[config.mk]
export PLATFORM = sky130hd
export DESIGN_NAME = url_percent_decoder
export DESIGN_NICKNAME = d
export VERILOG_FILES = /design/src/sv/upd_pkg.sv /design/src/sv/upd_front.sv /design/src/sv/upd_queue.sv /design/src/sv/upd_back.sv /design/src/sv/url_percent_decoder.sv
export SDC_FILE = /design/constraint.sdc
export NUM_CORES = 1
export LEC_CHECK = 0
export BUFFER_PORTS_ARGS = -buffer_cell sky130_fd_sc_hd__buf_2
export CORE_MARGIN = 2
export CORE_UTILIZATION = 50
export CTS_CLUSTER_DIAMETER = 60
export CTS_CLUSTER_SIZE = 16
export DETAILED_ROUTE_END_ITERATION = 10
export PLACE_DENSITY = 0.76
export SLEW_MARGIN = 40
export SYNTH_ARGS = -nofsm -noshare
export SYNTH_HDL_FRONTEND = slang
export SYNTH_HIERARCHICAL = 1
export SYNTH_SLANG_ARGS = --single-unit
export TNS_END_PERCENT = 20
[constraint.sdc]
create_clock -name clk -period 6.9 [get_ports clk]
set_input_delay 1.38 -clock clk [delete_from_list [all_inputs] [get_ports clk]]
set_output_delay 1.38 -clock clk [all_outputs]
set_load 0.05 [all_outputs]
[src/sv/upd_pkg.sv]
// Shared types, character codes and hex helpers for the percent decoder.
package upd_pkg;

  localparam logic [7:0] CH_NUL     = 8'h00;
  localparam logic [7:0] CH_PERCENT = 8'h25;
  localparam logic [7:0] CH_PLUS    = 8'h2B;
  localparam logic [7:0] CH_SPACE   = 8'h20;

  // Escape progress
  localparam logic [1:0] PH_IDLE  = 2'd0;
  localparam logic [1:0] PH_PCT   = 2'd1;
  localparam logic [1:0] PH_DIGIT = 2'd2;

  localparam int QUEUE_DEPTH = 4;
  localparam int QUEUE_AW    = $clog2(QUEUE_DEPTH);

  // One classified input: one to three output bytes, last flag on the final one
  typedef struct packed {
    logic [1:0]      count;
    logic [2:0][7:0] bytes;
    logic            last;
  } cmd_t;

  function automatic logic is_hex(input logic [7:0] c);
    return (c >= 8'h30 && c <= 8'h39) || (c >= 8'h41 && c <= 8'h46) ||
           (c >= 8'h61 && c <= 8'h66);
  endfunction

  function automatic logic [3:0] hex_value(input logic [7:0] c);
    logic [7:0] v;
    if (c >= 8'h61) begin
      v = c - 8'h57;
    end else if (c >= 8'h41) begin
      v = c - 8'h37;
    end else begin
      v = c - 8'h30;
    end
    return v[3:0];
  endfunction

endpackage

[src/sv/upd_front.sv]
// Front end: accepts input bytes, tracks escape state, emits byte groups.
module upd_front (
  input  logic          clk,
  input  logic          rst,
  input  logic          push,
  input  logic [7:0]    in_byte,
  output logic          full,
  output logic          q_wr,
  output upd_pkg::cmd_t q_wdata,
  input  logic          q_full
);
  import upd_pkg::*;

  logic [1:0] phase;
  logic [1:0] phase_next;
  logic [7:0] held;
  logic       take;
  logic       c_hex;
  logic       do_fresh;
  logic [1:0] n;
  cmd_t       cmd;

  assign full  = q_full;
  assign take  = push && !q_full;
  assign c_hex = is_hex(in_byte);

  // Classify the byte against the pending escape
  always_comb begin
    cmd        = '0;
    n          = 2'd0;
    phase_next = PH_IDLE;
    do_fresh   = 1'b0;
    unique case (phase)
      PH_PCT: begin
        if (c_hex) begin
          phase_next = PH_DIGIT;
        end else begin
          cmd.bytes[0] = CH_PERCENT;
          n            = 2'd1;
          do_fresh     = 1'b1;
        end
      end
      PH_DIGIT: begin
        if (c_hex) begin
          cmd.bytes[0] = {hex_value(held), hex_value(in_byte)};
          n            = 2'd1;
        end else begin
          cmd.bytes[0] = CH_PERCENT;
          cmd.bytes[1] = held;
          n            = 2'd2;
          do_fresh     = 1'b1;
        end
      end
      default: begin
        do_fresh = 1'b1;
      end
    endcase
    // Byte handled with no escape pending
    if (do_fresh) begin
      if (in_byte == CH_NUL) begin
        cmd.bytes[n] = CH_NUL;
        cmd.last     = 1'b1;
        n            = n + 2'd1;
      end else if (in_byte == CH_PERCENT) begin
        phase_next = PH_PCT;
      end else if (in_byte == CH_PLUS) begin
        cmd.bytes[n] = CH_SPACE;
        n            = n + 2'd1;
      end else begin
        cmd.bytes[n] = in_byte;
        n            = n + 2'd1;
      end
    end
    cmd.count = n;
  end

  assign q_wr    = take && (n != 2'd0);
  assign q_wdata = cmd;

  // Escape state
  always_ff @(posedge clk) begin
    if (rst) begin
      phase <= PH_IDLE;
      held  <= 8'h00;
    end else if (take) begin
      phase <= phase_next;
      if (phase == PH_PCT && c_hex) begin
        held <= in_byte;
      end
    end
  end

endmodule

[src/sv/upd_queue.sv]
// Short queue of byte groups between front and back.
module upd_queue (
  input  logic          clk,
  input  logic          rst,
  input  logic          wr,
  input  upd_pkg::cmd_t wdata,
  output logic          full,
  input  logic          rd,
  output upd_pkg::cmd_t rdata,
  output logic          empty
);
  import upd_pkg::*;

  cmd_t                mem [QUEUE_DEPTH];
  logic [QUEUE_AW-1:0] wptr;
  logic [QUEUE_AW-1:0] rptr;
  logic [QUEUE_AW:0]   count;
  logic                do_wr;
  logic                do_rd;

  assign full  = (count == (QUEUE_AW+1)'(QUEUE_DEPTH));
  assign empty = (count == '0);
  assign do_wr = wr && !full;
  assign do_rd = rd && !empty;
  assign rdata = mem[rptr];

  // Storage
  always_ff @(posedge clk) begin
    if (do_wr) begin
      mem[wptr] <= wdata;
    end
  end

  // Pointers and fill count
  always_ff @(posedge clk) begin
    if (rst) begin
      wptr  <= '0;
      rptr  <= '0;
      count <= '0;
    end else begin
      if (do_wr) begin
        wptr <= wptr + 1'b1;
      end
      if (do_rd) begin
        rptr <= rptr + 1'b1;
      end
      if (do_wr && !do_rd) begin
        count <= count + 1'b1;
      end else if (do_rd && !do_wr) begin
        count <= count - 1'b1;
      end
    end
  end

endmodule

[src/sv/upd_back.sv]
// Back end: holds one byte group and hands its bytes out one per transaction.
module upd_back (
  input  logic          clk,
  input  logic          rst,
  input  upd_pkg::cmd_t q_rdata,
  input  logic          q_empty,
  output logic          q_rd,
  input  logic          pop,
  output logic          empty,
  output logic [7:0]    out_byte,
  output logic          out_last
);
  import upd_pkg::*;

  cmd_t       cur;
  logic       cur_valid;
  logic [1:0] idx;
  logic       at_end;
  logic       advance;
  logic       load;

  assign at_end  = (idx == cur.count - 2'd1);
  assign advance = pop && cur_valid;
  assign load    = !q_empty && (!cur_valid || (advance && at_end));
  assign q_rd    = load;

  assign empty    = !cur_valid;
  assign out_byte = cur.bytes[idx];
  assign out_last = cur.last && at_end;

  // Current group and byte index
  always_ff @(posedge clk) begin
    if (rst) begin
      cur_valid <= 1'b0;
      idx       <= 2'd0;
    end else if (load) begin
      cur_valid <= 1'b1;
      idx       <= 2'd0;
    end else if (advance) begin
      if (at_end) begin
        cur_valid <= 1'b0;
        idx       <= 2'd0;
      end else begin
        idx <= idx + 2'd1;
      end
    end
  end

  always_ff @(posedge clk) begin
    if (load) begin
      cur <= q_rdata;
    end
  end

endmodule

[src/sv/url_percent_decoder.sv]
// Top level of the streaming form-urlencoded decoder.
// Input channel: drive in_byte with push high; the byte is taken at a clock
// edge where full is low. A zero byte ends the string.
// Output channel: while empty is low, out_byte/out_last show the oldest
// decoded byte; pop high at a clock edge takes it. out_last marks the zero
// terminator emitted for the end of a string.
// '%' plus two hex digits gives one byte, '+' gives a space, others pass.
// A broken escape flushes the pending '%' and digit literally, so one input
// may yield up to three output bytes.
// A result passes through the queue and then the output holding register
// before it shows on the output.
// Throughput: one input per cycle while full is low and one output per cycle
// while pop is high and empty is low; an input that yields several bytes
// drains byte by byte, absorbed by a four-entry queue between front and back.
// Reset (rst, synchronous): clears escape state and empties the queue and
// output holding register. If the receiver stops popping, the queue fills
// and full rises; no data is lost.
module url_percent_decoder (
  input  logic       clk,
  input  logic       rst,
  input  logic       push,
  output logic       full,
  input  logic [7:0] in_byte,
  output logic       empty,
  input  logic       pop,
  output logic [7:0] out_byte,
  output logic       out_last
);
  import upd_pkg::*;

  logic q_wr;
  logic q_full;
  logic q_rd;
  logic q_empty;
  cmd_t q_wdata;
  cmd_t q_rdata;

  upd_front u_front (
    .clk     (clk),
    .rst     (rst),
    .push    (push),
    .in_byte (in_byte),
    .full    (full),
    .q_wr    (q_wr),
    .q_wdata (q_wdata),
    .q_full  (q_full)
  );

  upd_queue u_queue (
    .clk   (clk),
    .rst   (rst),
    .wr    (q_wr),
    .wdata (q_wdata),
    .full  (q_full),
    .rd    (q_rd),
    .rdata (q_rdata),
    .empty (q_empty)
  );

  upd_back u_back (
    .clk      (clk),
    .rst      (rst),
    .q_rdata  (q_rdata),
    .q_empty  (q_empty),
    .q_rd     (q_rd),
    .pop      (pop),
    .empty    (empty),
    .out_byte (out_byte),
    .out_last (out_last)
  );

endmodule
==> results of run 1 <==
[cell families (layout without fill, tap and decap cells)]
| logic type | Yosys count | count (layout) |
|---|---|---|
| simple gates | 109 | 109 |
| fa+ha+maj | 18 | 18 |
| compound gates | 70 | 70 |
| xor+xnor | 9 | 9 |
| buf+inv | 44 | 84 |
| flops | 157 | 157 |
| mux | 45 | 45 |
[cells in the mapped netlist (4+ instances only)]
cell type	instances
nand2_1	17
inv_1	23
nor3_1	7
edfxtp_1	135
ha_1	17
o21ai_0	16
mux4_2	27
xor2_1	5
nand4_1	4
nand2b_1	5
a21oi_1	8
nor2b_1	5
or3_1	4
and3_1	5
dfxtp_1	22
mux2i_1	18
nand3_1	7
nor2_1	27
a211oi_1	4
a31oi_1	4
and2_1	11
buf_2	9
[state kept, by name (all words and copies together), names as in the netlist, named ones only]
register	flops
u_front/phase	2
u_queue/mem	108
u_back/cur_valid	1
u_queue/wptr	2
u_back/idx	2
u_back/cur	27
u_queue/count	3
u_front/held	8
u_queue/rptr	2
[report_power, final]
part           internal [mW]  switching (mW)
Sequential              1.25          0.0961
Combinational          0.228           0.378
Clock                  0.601           0.345
Total                   2.08           0.819
[worst paths after layout]
kind                                    endpoint  cells after the start  slack, ps
worst min register to register  u_front/phase[1]                      2        530
worst min-delay path            u_front/phase[1]                      2        530
worst max-delay path            u_queue/count[2]                     18       1980
worst max register to register  u_queue/count[2]                     13       3310
[critical path: stages]
cell	delay, ps
buf_2	160
inv_1	110
ha_1	230
or3b_4	410
a41oi_4	410
o31ai_2	100
and2_1	230
ha_1	320
a2111oi_0	70
a211oi_1	220
inv_1	110
nor2_2	220
ha_1	220
inv_1	60
fa_1	370
xor2_1	160
or3_1	310
a21oi_1	150
[area by class of cell]
type	instances	area, um2
clock buffers	19	432.9
clock inverters	13	171.4
fillers	1066	5888
inverters	23	86.33
multi-input cells	251	2255
flip-flops and latches	157	4498
well taps	180	225.2
repair buffers	29	162.7
[metal layers]
metal	wire length [um]	global-route usage [%]	share of wire, %
met5	0	0	0
met4	306	7.328	2.3
met3	610	5.758	4.6
met2	6365	30.41	48
met1	5929	25.56	45
[metrics by stage]
step,instances,utilization [%]
3_3_place_gp,640,52.58
5_1_grt,672,57.08
4_1_cts,672,57.00
2_1_floorplan,452,-
3_5_place_dp,640,52.59
6_report,672,57.08
==> results.md, run 1 <==
- Outcome: finished clean
- Area Growth Syn to Fin: 12.41%
- Gr ovfl total: 0
- Rows: 43
- Hold Path Class: register to register
- Critical path fanouts, max: 9
- Setup violators final: 0
- Vias per cell: 5.796
- DRT antenna net count: 0
- Cells after Synth: 452
- Final Cycle Share: 71.27%
- Layout net count: 509
- Dpl ws: 1613 ps
- Slew Limit Fails: 0
- Synth unique cells: 70
- Endpoint type of the worst setup path: register
- Critical Path AT: 5260 ps
- Largest family of logic cells by synthesized area: multiplexers
- Max_cap viols: 0
- Worst EP required: roughly 7200 ps
- Share of cells above drive strength 1: 20.93%
- Final Hold Viols: 0
- Critical path class: primary input to register
- Pwr/cell area: between 300 and 400 nW/um2
- DR vias: 3,895
- RSZ-0062 raised after global routing: false
- Post-synthesis simple-gate area fraction: 8.585%
- Core ar.: 13,720 um2
- Hpwl dp: 8695 um
- Pre-Repair DR Iteration Count: 5
- Die area: between 10,000 and 15,000 um2
- Synth top area share: 58.19%
- Peak Freq: 203.3 MHz
- Global router's overall resource usage: 19.32%
- Largest net degree at the start of global routing: 32
- Initial Utilization: 50.78%
- Syn Area/Cell: around 15 um2
- Clock root cell: clkbuf_16
- Final Cell Area: 7831 um2
- CTS tree: built
- R2R Path Start: u_front/phase[0]
- Final min period: 4918 ps
- Post-synthesis cell area: 6967 um2
- Vias in the first global route: 3,879
- Commonest cells after routing, fill and taps aside: edfxtp_1, nor2_1, mux4_2
- First-pass GRT wire length: 21,160 um
- Syn. warnings: 6
- Xor/xnor share of the synthesized area: 1.239%
- Post-CTS sizing: 0
- Ranking of synthesized cells by area: edfxtp_1, mux4_2, dfxtp_1
- WL/cell: between 15 and 20 um
- # DRC: 0
- Max Clock Skew: 6.999 ps
- FF+latch count, synth: 157
- IO Pins: 23
- WHS: 525.3 ps
- Setup TNS: 0 ps
- Seq/Total Area, Yosys: 64.51%
- GP Congestion: 0.8998
- Diode count: 0
- Placed inst area: 7216 um2
- Post-synth EDFFs: 135
- CTS Buf Count: 17
- Adder-Cell Fraction of Synth Area: under 10%
- Syn Nets: 482
- Commonest non-fill, non-tap cell in the layout: edfxtp_1
- Dominant synthesized flop cell: edfxtp_1
- Setup repair bufs after CTS: 0
- Die height: 122.0 um
- Initial antenna violation count: 0
- Post-synthesis compound-gate area fraction: between 7 and 8%
- P_leak: 2.711 nW
- Maximum vdd drop: 0.1439 mV
- Crit start category: primary input
- Initial drt markers: 297
- Die W: 122.0 um
- Clk sinks: approximately 160
- H-Tree Level Count: 4
- Measured slew at the worst slew-check pin: between 800 and 900 ps
- Hold-fix buffers, CTS: 0
- # port buffers: 22
- Hold path start: u_front/phase[1]
- Maximum clock insertion buffer count: 2
- Ys async rst share: 0%
- Slew headroom: between 40% and 50%
- Yosys top cell by area: edfxtp_1
- Overall power: 2.896 mW
- Worst Setup SP: in_byte[1]
- WL final: 13,210 um
- Setup slack after layout: about 2000 ps
- Mux cell area share after synthesis: 11.31%
- Worst-skew pair later-pin latency: approximately 420 ps
- Worst-path clk slew: 60 ps
Power figures use the tool's default switching activity.
==> run 2: changes to the inputs <==
Settings changed: ABC_AREA set to 1.
Clock period 6.9 ns to 5 ns, I/O delays scaled along.
==> run 2 against run 1 <==
Effect of this change:
- critical path depth up 9
- die area increased by 1.5%
- non-clock buffer count did not move
- core utilization down 0.22 points
- routed wire length is 9.8% higher
- register-to-register slack worse by 1600 ps
- design area is 0.40% higher
- setup slack lost 1000 ps
- final cell count is 29% higher
- critical path type unchanged
- critical endpoint unchanged
- largest cell class unchanged
==> results.md, run 2 <==
- Synth top area share: 57.29% (-0.90 points)
- Top-count cell post-synth: edfxtp_1
- Crit start category: primary input
- Gr ovfl total: 0 (unchanged)
- Syn Area/Cell: 10.87 um2 (-29%)
- Max Clock Skew: 9.551 ps (+2.553 ps)
- Max FFs per register: 108 (unchanged)
- DR vias: 4,780 (+23%)
- WL/cell: 16.72 um (-15%)
- Post-synthesis compound-gate area fraction: 11.02% (+3.4 points)
- Post-synth EDFFs: 135 (unchanged)
- Ys async rst share: 0% (unchanged)
- Seq/Total Area, Yosys: 63.52% (-0.99 points)
- Maximum clock insertion buffer count: 2 (unchanged)
- Syn. warnings: 6 (unchanged)
- Hold path start: u_front/phase[1]
- # DRC: 0 (unchanged)
- Slew headroom: 62.26% (+18 points)
- Pre-Repair DR Iteration Count: 7 (+2)
- Die W: 123.0 um (+0.75%)
- WHS: 490.1 ps (-35.18 ps)
- RSZ-0062 raised after global routing: false
- Setup TNS: 0 ps (unchanged)
- Largest regs: u_queue/mem (108), u_back/cur (27), u_front/held (8)
- P_leak: 3.045 nW (+12%)
- Measured slew at the worst slew-check pin: 566.1 ps (-265.1 ps)
- Final min period: 4036 ps
- Die height: 123.0 um (+0.75%)
- Ranking of synthesized cells by area: edfxtp_1, dfxtp_1, nor2_1
- Cells after Synth: 651 (+44%)
- Diode count: 0 (unchanged)
- Post-CTS sizing: 0 (unchanged)
- Vias per cell: 5.507 (-5.0%)
- Max_cap viols: 0 (unchanged)
- Area Growth Syn to Fin: 11.12%
- H-Tree Level Count: 4 (unchanged)
- Yosys top cell by area: edfxtp_1
- Hold Path Class: register to register
- Vias in the first global route: 4,639 (+20%)
- Hpwl dp: 9654 um (+11%)
- Register name with the most flops: u_queue/mem
- Xor/xnor share of the synthesized area: 0.6189% (-0.62 points)
- CTS tree: built
- Pwr/cell area: 542.9 nW/um2 (+47%)
- Largest family of logic cells by synthesized area: simple AND/OR/NAND/NOR gates
- Critical Path AT: 4360 ps (-900 ps)
- Worst-skew pair later-pin latency: 420 ps (about the same)
- Largest net degree at the start of global routing: 56 (+75%)
- Endpoint type of the worst setup path: register
- Post-synthesis cell area: 7076 um2 (+1.6%)
- Share of cells above drive strength 1: 13.08% (-7.9 points)
- CTS Buf Count: 17 (unchanged)
- Layout net count: 705 (+39%)
- Adder-Cell Fraction of Synth Area: 3.289% (-0.051 points)
- Worst-path clk slew: 60 ps (about the same)
- Outcome: finished clean
- Slew Limit Fails: 0 (unchanged)
- Die area: 15,120 um2 (+1.5%)
- Critical path fanouts, max: 9 (unchanged)
- Initial Utilization: 51.17% (+0.39 points)
- Post-synthesis simple-gate area fraction: 15.17% (+6.6 points)
- Commonest cells after routing, fill and taps aside: edfxtp_1, nor2_1, nand2_1
- Setup violators final: 0 (unchanged)
- Critical path class: primary input to register
- DRT antenna net count: 0 (unchanged)
- Final Cycle Share: between 80 and 90%
- Setup repair bufs after CTS: 0 (unchanged)
- Rows: 43 (unchanged)
- Initial drt markers: 509 (+71%)
- # port buffers: 22 (unchanged)
- Initial antenna violation count: 0 (unchanged)
- R2R Path Start: u_front/phase[0]
- Dominant synthesized flop cell: edfxtp_1
- Mux cell area share after synthesis: 0% (-11 points)
- Worst EP required: 5320 ps (-1920 ps)
- GP Congestion: 0.9292 (+3.3%)
- Clock root cell: clkbuf_16
- FF+latch count, synth: 157 (unchanged)
- Synth unique cells: 38 (-46%)
- Final Hold Viols: 0 (unchanged)
- Global router's overall resource usage: 20.87% (+1.5 points)
- First-pass GRT wire length: 23,470 um (+11%)
- Commonest non-fill, non-tap cell in the layout: edfxtp_1
- Worst Setup SP: in_byte[0]
- Syn Nets: 681 (+41%)
- Clk sinks: 157 (unchanged)
- Synth cell count leaders: edfxtp_1, nor2_1, nand2_1, o21ai_0, inv_1
- IO Pins: 23 (unchanged)
- Core ar.: 13,830 um2 (+0.78%)
- Peak Freq: 247.8 MHz
- Hold-fix buffers, CTS: 0 (unchanged)
- WL final: 14,510 um (+9.8%)
- Maximum vdd drop: 0.1968 mV (+37%)
-- run 2: cell types whose count changed after synthesis, sizes merged, moves of 12 or more --
cell / previous run / this run
nand2: 18 / 92
nor2: 28 / 102
o21ai: 19 / 89
inv: 23 / 59
nand3: 7 / 35
o22ai: 3 / 31
mux4: 27 / 0
mux2i: 18 / 0
a21oi: 8 / 21
and2: 12 / 0
-- run 2: power by group --
group | switching (mW) | total, mW | leakage, nW | internal, mW
sequential | 0.0859 | 1.85 | 1.47 | 1.77
combinational | 0.842 | 1.13 | 1.30 | 0.289
clock | 0.499 | 1.28 | 0.275 | 0.783
-- run 2: worst max-delay path, cell delays in order --
cell and delay (ps):
buf_2 180, inv_1 110, ha_1 230, inv_1 90, nand2_1 50, nand2_1 60
nand2_1 120, nand3_4 170, nand2_1 90, nand2_1 120, inv_1 70, ha_1 280
nand2_1 50, nand2_1 70, nand2_1 70, a21oi_1 290, nand2_2 160, inv_1 120
ha_1 190, inv_1 80, fa_1 390, inv_1 70, nand2_1 50, nand3_1 80
nand2_1 50, nand2_1 70, nor2_1 40
-- run 2: final cells by class --
cell class | instances | area, um2
Clock buffer | 18 | 429.2
Clock inverter | 14 | 167.7
Fill cell | 1126 | 5964
Inverter | 61 | 244.0
Multi-Input combinational cell | 409 | 2140
Sequential cell | 157 | 4494
Tap cell | 180 | 225.2
Timing Repair Buffer | 29 | 162.7
-- run 2: per-stage QoR --
stage | std cells | utilization, % | power (mW) | setup slack, ps | cell area (um2)
after detailed placement | 836 | 52.55 | 3.013 | 596.8 | 7266
after global routing | 868 | 56.86 | 4.481 | 569.6 | 7863
after global placement | 836 | 52.55 | 2.954 | 839.7 | 7266
final | 868 | 56.86 | 4.268 | 963.8 | 7863
after CTS | 868 | 56.86 | 4.289 | 1034 | 7863
after floorplan | 651 | - | 2.762 | 765.3 | 7076
-- run 2: worst paths after layout --
kind / endpoint / slack (ps) / cells past startpoint
worst max register to register: u_queue/count[2] / 1670 / 21
worst min register to register: u_front/phase[1] / 490 / 2
worst max-delay path: u_queue/count[2] / 960 / 27
worst min-delay path: u_front/phase[1] / 490 / 2
-- run 2: kinds of logic after synthesis --
| kind of cell | Yosys count |
|---|---|
| adders and majority gates | 18 |
| and+or+nand+nor | 241 |
| AOI/OAI and AO/OA | 145 |
| xor gates and xnor gates | 5 |
| buffers and inverters | 85 |
| DFF | 157 |
-- run 2: routing by layer --
metal  share of wire (%)  up-vias  track usage, %
met2                  49      179           34.01
met3                 7.1       20           5.766
li1                    -     2324               -
met5                   0        -               0
met1                  43     2257           27.53
met4                 1.1        0           6.034
==> run 3: changes to the inputs <==
Clock period 5 ns to 3.9 ns, I/O delays scaled along.
==> run 3 against run 2 <==
Effect of this change:
- count of clock-buffer cells in the layout unchanged
- flip-flop and latch count is the same
- core utilization is 0.19 points higher
- die area unchanged
- global-route usage increased by 0.26 points
- design area is 0.33% higher
- critical path depth decreased by 1
- critical path type unchanged
- critical endpoint unchanged
==> results.md, run 3 (synthesis results as in run 2) <==
- Worst-skew pair later-pin latency: 420 ps (about the same)
- CTS Buf Count: 17 (unchanged)
- Core ar.: 13,830 um2 (unchanged)
- Die W: 123.0 um (unchanged)
- Crit start category: primary input
- Peak Freq: between 200 and 300 MHz
- Measured slew at the worst slew-check pin: 597.2 ps (+31.10 ps)
- Commonest cells after routing, fill and taps aside: edfxtp_1, nor2_1, nand2_1
- P_leak: 3.066 nW (+0.70%)
- Switching Power: 1.799 mW (+26%)
- Hold-fix buffers, CTS: 0 (unchanged)
- Final Cycle Share: 91.49%
- Largest stage delay on the critical path: 390 ps (about the same)
- Pwr/cell area: 681.9 nW/um2 (+26%)
- Setup repair bufs after CTS: 0 (unchanged)
- GP Congestion: 0.9060 (-2.5%)
- Slew Limit Fails: 0 (unchanged)
- Post-CTS sizing: 0 (unchanged)
- Clock root cell: clkbuf_16
- Critical Path AT: 3880 ps (-480 ps)
- Die area: 15,120 um2 (unchanged)
- Die height: 123.0 um (unchanged)
- Final min period: 3568 ps
- Gr ovfl total: 0 (unchanged)
- Initial Utilization: 51.17% (unchanged)
- Int Pwr: 3.581 mW (+26%)
- Register name with the most flops: u_queue/mem
- Seq pwr share: 45.3% (+1.8 points)
- Max FFs per register: 108 (unchanged)
- Final Hold Viols: 0 (unchanged)
- Critical path class: primary input to register
- DR vias: 4,783 (+0.063%)
- Initial antenna violation count: 0 (unchanged)
- Slew headroom: 60.19% (-2.1 points)
- Layout net count: 710 (+0.71%)
- Critical path fanouts, max: 6 (-3)
- Layout Utilization: 57.05% (+0.19 points)
- Vias in the first global route: 4,636 (-0.065%)
- Outcome: finished clean
- RSZ-0062 raised after global routing: false
- CTS tree: built
- Logic pwr share: 26.7% (+0.2 points)
- CP max-delay cell: fa_1
- Largest net degree at the start of global routing: 55 (-1.8%)
- Net Sw Frac: 33.44% (about the same)
- Maximum clock insertion buffer count: 2 (unchanged)
- Worst EP required: 4210 ps (-1110 ps)
- Max Clock Skew: 8.031 ps (-1.520 ps)
- DRT antenna net count: 0 (unchanged)
- Overall power: 5.379 mW (+26%)
- Area Growth Syn to Fin: 11.49%
- Endpoint type of the worst setup path: register
- Clk pwr share: 28.0% (-2.0 points)
- Largest regs: u_queue/mem (108), u_back/cur (27), u_front/held (8)
- Clk sinks: 157 (unchanged)
- Most frequent CP cell: nand2_1
- Maximum vdd drop: 0.2967 mV (+51%)
- # port buffers: 22 (unchanged)
- H-Tree Level Count: 4 (unchanged)
- Pre-Repair DR Iteration Count: 5 (-2)
- IO Pins: 23 (unchanged)
- Diode count: 0 (unchanged)
- Hold Path Class: register to register
- Hpwl dp: 10,040 um (+4.0%)
- First-pass GRT wire length: 23,540 um (+0.32%)
- Max_cap viols: 0 (unchanged)
- Rows: 43 (unchanged)
- # DRC: 0 (unchanged)
- Worst-path clk slew: 60 ps (about the same)
- Share of cells above drive strength 1: 12.74% (-0.35 points)
- Setup violators final: 0 (unchanged)
- Initial drt markers: 521 (+2.4%)
- WL final: 14,880 um (+2.5%)
- Vias per cell: 5.491 (-0.28%)
- Global router's overall resource usage: 21.14% (+0.26 points)
- WL/cell: 17.08 um (+2.2%)
- Commonest non-fill, non-tap cell in the layout: edfxtp_1
run 3: changes by cell type in the layout (fill, tap and decap cells not counted):
cell | before | now
buf_12 | 0 | 4
dfxtp_1 | 22 | 21
clkinvlp_4 | 6 | 1
inv_6 | 2 | 0
bufinv_16 | 3 | 2
dfxtp_2 | 0 | 1
buf_4 | 7 | 8
clkinv_1 | 1 | 7
run 3: worst max-delay path: cells and delay by family:
family	cells	cell delay (ps)
simple gates	14	1120
fa+ha+maj	4	1040
buf+inv	7	680
compound gates	1	270
run 3: path summary, 6_finish.rpt:
| kind | start | to | slack, ps | cells past startpoint |
|---|---|---|---|---|
| max reg2reg | u_front/phase[1] | u_queue/count[2] | 680 | 20 |
| min | u_queue/rptr[1] | register | 500 | 2 |
| max | in_byte[1] | u_queue/count[2] | 330 | 26 |
| min reg2reg | u_queue/rptr[1] | register | 500 | 2 |
run 3: power groups by stage:
stage / clock (mW) / combinational, mW / sequential (mW)
3_5_place_dp: 0 / 1.43 / 2.47
4_1_cts: 1.53 / 1.45 / 2.44
3_3_place_gp: 0 / 1.37 / 2.45
6_report: 1.51 / 1.44 / 2.43
5_1_grt: 1.60 / 1.58 / 2.47
2_1_floorplan: 0 / 1.16 / 2.38
run 3: layout make-up:
| class | instances | area [um2] |
|---|---|---|
| Clock buffer | 18 | 429.2 |
| Clock inverter | 12 | 105.1 |
| Fill cell | 1109 | 5938 |
| Inverter | 61 | 244.0 |
| Multi-Input combinational cell | 409 | 2140 |
| Sequential cell | 157 | 4496 |
| Tap cell | 180 | 225.2 |
| Timing Repair Buffer | 34 | 250.2 |
run 3: metrics by stage:
step	area, um2	hold WS, ps	setup slack, ps	setup TNS [ps]	std cells
global placement	7353	476.7	181.2	0	841
global route	7889	531.1	89.76	0	871
detailed placement	7355	492.7	-40.66	-40.66	841
floorplan	7076	432.8	-114.7	-12390	651
finish	7889	502.4	331.8	0	871
CTS	7889	502.8	390.0	0	871
run 3: routing by layer:
metal / up-vias / track usage [%] / share of wire [%]
met3: 17 / 3.967 / 5.5
met4: 0 / 8.621 / 1.7
met2: 146 / 35.05 / 50
met1: 2281 / 27.50 / 43
met5: - / 0 / 0
li1: 2339 / - / -
